### src/rtl/core/ttc_pkg.sv
// ---------------------------------------------------------------------------
// Triangle tile coverage package
// Shared types, constants and register indexes for the tile rasterizer.
// ---------------------------------------------------------------------------
package ttc_pkg;

    localparam int TILE_SIDE_DEF = 8;
    localparam int MAX_FRAME_DEF = 2048;
    localparam int FRAC_BITS_DEF = 4;

    localparam int CFG_ADDR_W = 3;
    localparam int CFG_DATA_W = 12;

    localparam logic [CFG_ADDR_W-1:0] REG_FRAME_WIDTH  = 3'd0;
    localparam logic [CFG_ADDR_W-1:0] REG_FRAME_HEIGHT = 3'd1;
    localparam logic [CFG_ADDR_W-1:0] REG_BASE_RED     = 3'd2;
    localparam logic [CFG_ADDR_W-1:0] REG_BASE_GREEN   = 3'd3;
    localparam logic [CFG_ADDR_W-1:0] REG_BASE_BLUE    = 3'd4;

    localparam logic [11:0] FRAME_WIDTH_RST  = 12'd640;
    localparam logic [11:0] FRAME_HEIGHT_RST = 12'd480;
    localparam logic [7:0]  BASE_RED_RST     = 8'd168;
    localparam logic [7:0]  BASE_GREEN_RST   = 8'd198;
    localparam logic [7:0]  BASE_BLUE_RST    = 8'd255;

    // Edge function operands: doubled 16-bit coordinates fit in 18 bits.
    localparam int CW = 19;
    localparam int PW = 2 * CW + 1;

    typedef struct packed {
        logic signed [15:0] vert_a_x;
        logic signed [15:0] vert_a_y;
        logic signed [15:0] vert_b_x;
        logic signed [15:0] vert_b_y;
        logic signed [15:0] vert_c_x;
        logic signed [15:0] vert_c_y;
        logic [8:0]         shade_level;
        logic [7:0]         tile_col;
        logic [7:0]         tile_row;
    } tri_item_t;

    typedef struct packed {
        logic [63:0] coverage_mask;
        logic [7:0]  pixel_red;
        logic [7:0]  pixel_green;
        logic [7:0]  pixel_blue;
    } tile_result_t;

    typedef struct packed {
        logic [7:0] red;
        logic [7:0] green;
        logic [7:0] blue;
    } rgb_t;

    function automatic logic [7:0] shade_chan(input logic [7:0] base, input logic [8:0] shade);
        logic [16:0] prod;
        prod = base * shade;
        shade_chan = (prod[16:8] > 9'd255) ? 8'd255 : prod[15:8];
    endfunction

endpackage

### src/rtl/core/ttc_setup.sv
// ---------------------------------------------------------------------------
// Triangle setup stage
// Registers doubled vertices, edge deltas, the clipped box and the shade.
// ---------------------------------------------------------------------------
module ttc_setup #(
    parameter int MAX_FRAME = ttc_pkg::MAX_FRAME_DEF,
    parameter int FRAC_BITS = ttc_pkg::FRAC_BITS_DEF
) (
    input  logic                       clk,
    input  logic                       rst_n,
    input  logic                       in_valid,
    input  ttc_pkg::tri_item_t         item,
    input  logic [11:0]                frame_width,
    input  logic [11:0]                frame_height,
    input  ttc_pkg::rgb_t              base_rgb,
    output logic                       out_valid,
    output logic signed [ttc_pkg::CW-1:0] vx_out [3],
    output logic signed [ttc_pkg::CW-1:0] vy_out [3],
    output logic signed [ttc_pkg::CW-1:0] dx_out [3],
    output logic signed [ttc_pkg::CW-1:0] dy_out [3],
    output logic signed [13:0]         min_x,
    output logic signed [13:0]         max_x,
    output logic signed [13:0]         min_y,
    output logic signed [13:0]         max_y,
    output logic [7:0]                 tile_col,
    output logic [7:0]                 tile_row,
    output ttc_pkg::rgb_t              rgb
);

    localparam logic [12:0] MAXF = 13'(MAX_FRAME);

    logic signed [15:0] xs [3];
    logic signed [15:0] ys [3];
    logic signed [15:0] mnx, mxx, mny, mxy;
    logic signed [16:0] lo_x, hi_x, lo_y, hi_y;
    logic [12:0] w_eff, h_eff;
    logic valid_reg;

    function automatic logic signed [15:0] min3(input logic signed [15:0] a,
        input logic signed [15:0] b, input logic signed [15:0] c);
        logic signed [15:0] m;
        m = (a < b) ? a : b;
        min3 = (m < c) ? m : c;
    endfunction

    function automatic logic signed [15:0] max3(input logic signed [15:0] a,
        input logic signed [15:0] b, input logic signed [15:0] c);
        logic signed [15:0] m;
        m = (a > b) ? a : b;
        max3 = (m > c) ? m : c;
    endfunction

    always_comb
    begin
        xs[0] = item.vert_a_x; xs[1] = item.vert_b_x; xs[2] = item.vert_c_x;
        ys[0] = item.vert_a_y; ys[1] = item.vert_b_y; ys[2] = item.vert_c_y;
        mnx = min3(xs[0], xs[1], xs[2]);
        mxx = max3(xs[0], xs[1], xs[2]);
        mny = min3(ys[0], ys[1], ys[2]);
        mxy = max3(ys[0], ys[1], ys[2]);
        // Arithmetic shift floors; ceiling is the floor of value plus one less than a pixel.
        lo_x = 17'(mnx) >>> FRAC_BITS;
        lo_y = 17'(mny) >>> FRAC_BITS;
        hi_x = (17'(mxx) + 17'((1 << FRAC_BITS) - 1)) >>> FRAC_BITS;
        hi_y = (17'(mxy) + 17'((1 << FRAC_BITS) - 1)) >>> FRAC_BITS;
        w_eff = ({1'b0, frame_width} > MAXF) ? MAXF : {1'b0, frame_width};
        h_eff = ({1'b0, frame_height} > MAXF) ? MAXF : {1'b0, frame_height};
    end

    always_ff @(posedge clk or negedge rst_n)
    begin
        if (!rst_n)
        begin
            valid_reg <= 1'b0;
        end
        else
        begin
            valid_reg <= in_valid;
        end
    end

    always_ff @(posedge clk)
    begin
        for (int i = 0; i < 3; i++)
        begin
            vx_out[i] <= ttc_pkg::CW'(xs[i]) <<< 1;
            vy_out[i] <= ttc_pkg::CW'(ys[i]) <<< 1;
            dx_out[i] <= (ttc_pkg::CW'(xs[(i + 1) % 3]) - ttc_pkg::CW'(xs[i])) <<< 1;
            dy_out[i] <= (ttc_pkg::CW'(ys[(i + 1) % 3]) - ttc_pkg::CW'(ys[i])) <<< 1;
        end
        min_x <= (lo_x < 0) ? 14'sd0 : 14'(lo_x);
        min_y <= (lo_y < 0) ? 14'sd0 : 14'(lo_y);
        max_x <= (hi_x > 17'($signed({1'b0, w_eff})) - 17'sd1) ?
                 14'($signed({1'b0, w_eff})) - 14'sd1 : 14'(hi_x);
        max_y <= (hi_y > 17'($signed({1'b0, h_eff})) - 17'sd1) ?
                 14'($signed({1'b0, h_eff})) - 14'sd1 : 14'(hi_y);
        tile_col <= item.tile_col;
        tile_row <= item.tile_row;
        rgb.red   <= ttc_pkg::shade_chan(base_rgb.red, item.shade_level);
        rgb.green <= ttc_pkg::shade_chan(base_rgb.green, item.shade_level);
        rgb.blue  <= ttc_pkg::shade_chan(base_rgb.blue, item.shade_level);
    end

    assign out_valid = valid_reg;

endmodule

### config.mk
export PLATFORM = sky130hd
export DESIGN_NAME = ttc_setup
export DESIGN_NICKNAME = d
export VERILOG_FILES = /design/src/rtl/core/ttc_pkg.sv /design/src/rtl/core/ttc_setup.sv
export SDC_FILE = /design/constraint.sdc
export NUM_CORES = 1
export LEC_CHECK = 0
export ABC_AREA = 0
export BUFFER_PORTS_ARGS = -buffer_cell sky130_fd_sc_hd__buf_2
export CAP_MARGIN = 20
export CORE_ASPECT_RATIO = 0.7
export CORE_UTILIZATION = 35
export DETAILED_ROUTE_END_ITERATION = 7
export GPL_TIMING_DRIVEN = 0
export PLACE_DENSITY = 0.67
export SKIP_CTS_REPAIR_TIMING = 1
export SLEW_MARGIN = 20
export SYNTH_ARGS = -nofsm -noshare
export SYNTH_HDL_FRONTEND = slang
export SYNTH_SLANG_ARGS = --single-unit
### constraint.sdc
create_clock -name clk -period 0.8 [get_ports clk]
set_input_delay 0.08 -clock clk [delete_from_list [all_inputs] [get_ports clk]]
set_output_delay 0.08 -clock clk [all_outputs]
set_load 0.02 [all_outputs]
==> results.md <==
* Cells after Synth at 2489
* Critical Path RT at 1300 ps
* Root buf cell: clkbuf_16
* Yosys reg bits at roughly 290
* Relative slew slack at 57.6%
* WP data arrival at between 6000 and 7000 ps
* Vias per inst at between 5 and 6
* Wirelength per Cell at roughly 18 um
* P_leak at approximately 15 nW
* Post-layout util at 51.6%
* Largest net degree at the start of global routing at 17
* GPL Wtd Cong at about 0.94
* Critical-path top delay cell: o41a_1
* Sequential share of the synthesized area at a little over a quarter
* Grt total ovfl at 0
* Failing checks: design-rule violations, negative hold slack, negative setup slack
* Share of post-route cells with drive strength above 1 at 34.6%
* Routed Antenna Nets at 0
* Post-DP HPWL at approximately 55000 um
* Max-capacitance violation count at 0
* Htree depth at 1
* Mapped cell area at roughly 22000 um2
* P per Cell Area at 2270 nW/um2
* Final setup violation count at between 400 and 500
* Status: complete, but fails checks
* Routed wire length at between 70000 and 80000 um
* RSZ-0062 raised after global routing: true
* Final number of max-transition violations at 0
* Area Growth Syn to Fin at 45.3%
* Nets at just under 4000
* Synth Flop Type: dfxtp_1
* Worst-Margin Slew at 620 ps
* Gr usage total at a little over a fifth
* TritonCTS buffer count at 30
* Die Span Y at between 200 and 250 um
* Worst vdd ir at approximately 0.0017 V
* Final worst path period share at 721%
* Initial Utilization at between 30% and 40%
* Final hold violations at 37
* Synth top area share at between 20% and 30%
* Asr flop ratio synth at less than 1%
* Die ar. at around 64000 um2
* Fin cells at 4102
* Post-synthesis area per instance at 8.80 um2
* Critical path fanouts, max at 8
* PortBufs at between 400 and 500
* DRC errors left at around 120
* Min Hold Slack at -369 ps
* Synth warnings at 0
* First-pass GRT wire length at about 100000 um
* Clock Sinks at about 290
* Num ports at a little under 500
* Hold Crit Class: input port to register
* Crit. Startpoint: item[119]
* Antenna violations before repair at 2
* Worst Setup EP: max_x[11]
* Post-synthesis mux area share at between 2 and 2.5%
* Core Box Area at ~62000 um2
* Synth Area in Simple Gates at between 10% and 20%
* Vias at just over 20000
* Synth area leader: dfxtp_1
* Tmin final at roughly 5800 ps
* Placed instance count at ~3800
* Complex-gate fraction of the synthesized area at a little over an eighth
* Largest family of logic cells by synthesized area: adder cells
* Xor/xnor cell area share of the yosys netlist at roughly 4.6%
* CTS Buffer Depth at 3
* Detailed Routing Iterations Pass 1 at 8
* Synth cell types at around 80
* Row count at 76
* Fmax at 173 MHz
* Top cells by area, synth: dfxtp_1 (26%), ha_1 (17%), fa_1 (12%)
* Worst setup SP type: input port
* CP max stage delay at roughly 530 ps
* Die W at around 300 um
* Initial DRC count at approximately 1400
* CP Capture Type: register
* CP Class: input port to register
* PnR worst setup slack at -4960 ps
* Synth Area in Adders at 28.4%
* Clk pin slew, worst setup/hold paths at about 60 ps
* Vias in the first global route at about 19000
* Number of synthesized flops with an enable pin at 0
* CTS tree: yes
==> cells in the mapped netlist, types with 5 or more instances <==
library cell    n
inv_1         313
ha_1          290
dfxtp_1       288
nand2_1       236
nor2_1        156
fa_1          129
o21ai_0       107
a21oi_1       103
and2_1        103
xnor2_1        91
clkbuf_1       53
nor3_1         48
nor2b_1        45
o21a_1         41
nand3_1        38
buf_4          36
nand2b_1       32
mux2i_1        27
nand4_1        27
xor2_1         25
a21o_1         23
o21bai_1       18
or3_1          18
nor4_1         17
mux2_2         16
a21boi_0       15
o211ai_1       14
a22o_1         12
a31oi_1        11
and3_1         10
o31a_1         10
a211oi_1        9
or2_2           9
or4_1           9
nand3b_1        8
o2111ai_1       8
o41ai_1         8
o21ai_1         7
a31o_2          5
nor3b_1         5
==> sequential cells by signal, indices dropped and copies added, names as in the netlist, 13 cells and up <==
register / cells
dx_out: 51
vx_out: 48
rgb: 24
max_x: 13
dy_out: 51
vy_out: 48
max_y: 13
==> cell type report <==
type                       instances  area, um2
sequential                       289       5810
antenna                            2       5.00
multi-input combinational       1806      16600
tap                              819       1020
clock buffer                      40        858
timing repair buffer             724       5130
inverter                         313       1350
buffer                            93        890
fill                            5501      29900
clock inverter                    16        191
==> metal layers <==
| metal | track usage (%) | up-vias | wire, um |
|---|---|---|---|
| li1 | - | 9910 | - |
| met1 | 29.6 | 9819 | 32800 |
| met2 | 32.3 | 847 | 33200 |
| met3 | 4.20 | 134 | 6240 |
| met4 | 5.69 | 0 | 2130 |
| met5 | 0 | - | 0 |
==> layout by cell type, fill, tap and decap left out, types with 15 or more instances in the layout <==
cell and count:
buf_12 22, o21a_1 41, or3_1 15, nor2b_1 31, and2_1 92, xor2_1 24
xnor2_1 80, o21ai_2 32, buf_4 138, dlygate4sd3_1 113, ha_4 46, a21oi_2 42
inv_2 16, o21bai_1 15, ha_1 241, a21o_1 23, nand3_1 33, nor3_1 44
a21oi_1 55, inv_1 278, dfxtp_1 279, clkbuf_4 15, clkbuf_16 35, o21ai_1 15
buf_2 428, o21ai_0 62, nand2_1 219, fa_1 118, nand4_1 27, buf_8 19
buf_6 55, nand2b_1 29, nor2_1 138
==> worst min path at each step <==
stage	slack (ps)	end	depth (start not counted)	from
2_1_floorplan	-220	out_valid	0	rst_n
3_3_place_gp	-150	out_valid	1	rst_n
3_5_place_dp	-140	out_valid	1	rst_n
4_1_cts	-790	out_valid	1	rst_n
5_1_grt	-400	vy_out[39]	1	item[89]
6_report	-370	vy_out[39]	1	item[89]
==> critical path, delay by kind of cell <==
family                   cells  cell delay, ps
adder cells (fa/ha/maj)      3             870
AO/OA/AOI/OAI               11            2930
AND/OR/NAND/NOR              7             980
buffers and inverters        7             930
multiplexers                 1             290
XOR/XNOR                     1             150
==> through the flow <==
| stage | hold slack (ps) | power, mW | setup TNS (ps) | setup slack (ps) | area, um2 |
|---|---|---|---|---|---|
| 2_1_floorplan | -216 | 41.4 | -322940 | -4980 | 23200 |
| 3_3_place_gp | -145 | 50.6 | -450660 | -6370 | 26600 |
| 3_5_place_dp | -144 | 51.0 | -451540 | -6350 | 26600 |
| 4_1_cts | -794 | 66.3 | -475200 | -5720 | 27600 |
| 5_1_grt | -401 | 77.1 | -519580 | -5190 | 31800 |
| 6_report | -369 | 72.1 | -486610 | -4960 | 31800 |
==> power breakdown <==
| group | switching [mW] | internal, mW | leakage, nW |
|---|---|---|---|
| Clock | 6.71 | 8.31 | 0.503 |
| Sequential | 0.874 | 17.4 | 2.44 |
| Combinational | 21.7 | 17.2 | 12.2 |
==> cell families (layout without fill, tap and decap cells) <==
group	Yosys count	count (layout)
and+or+nand+nor	775	775
AOI/OAI and AO/OA	436	436
adders and majority gates	419	419
buffers and inverters	407	1186
DFF	289	289
xor gates and xnor gates	116	116
muxes	46	46
other	1	16
(Power assumes the default switching activity.)
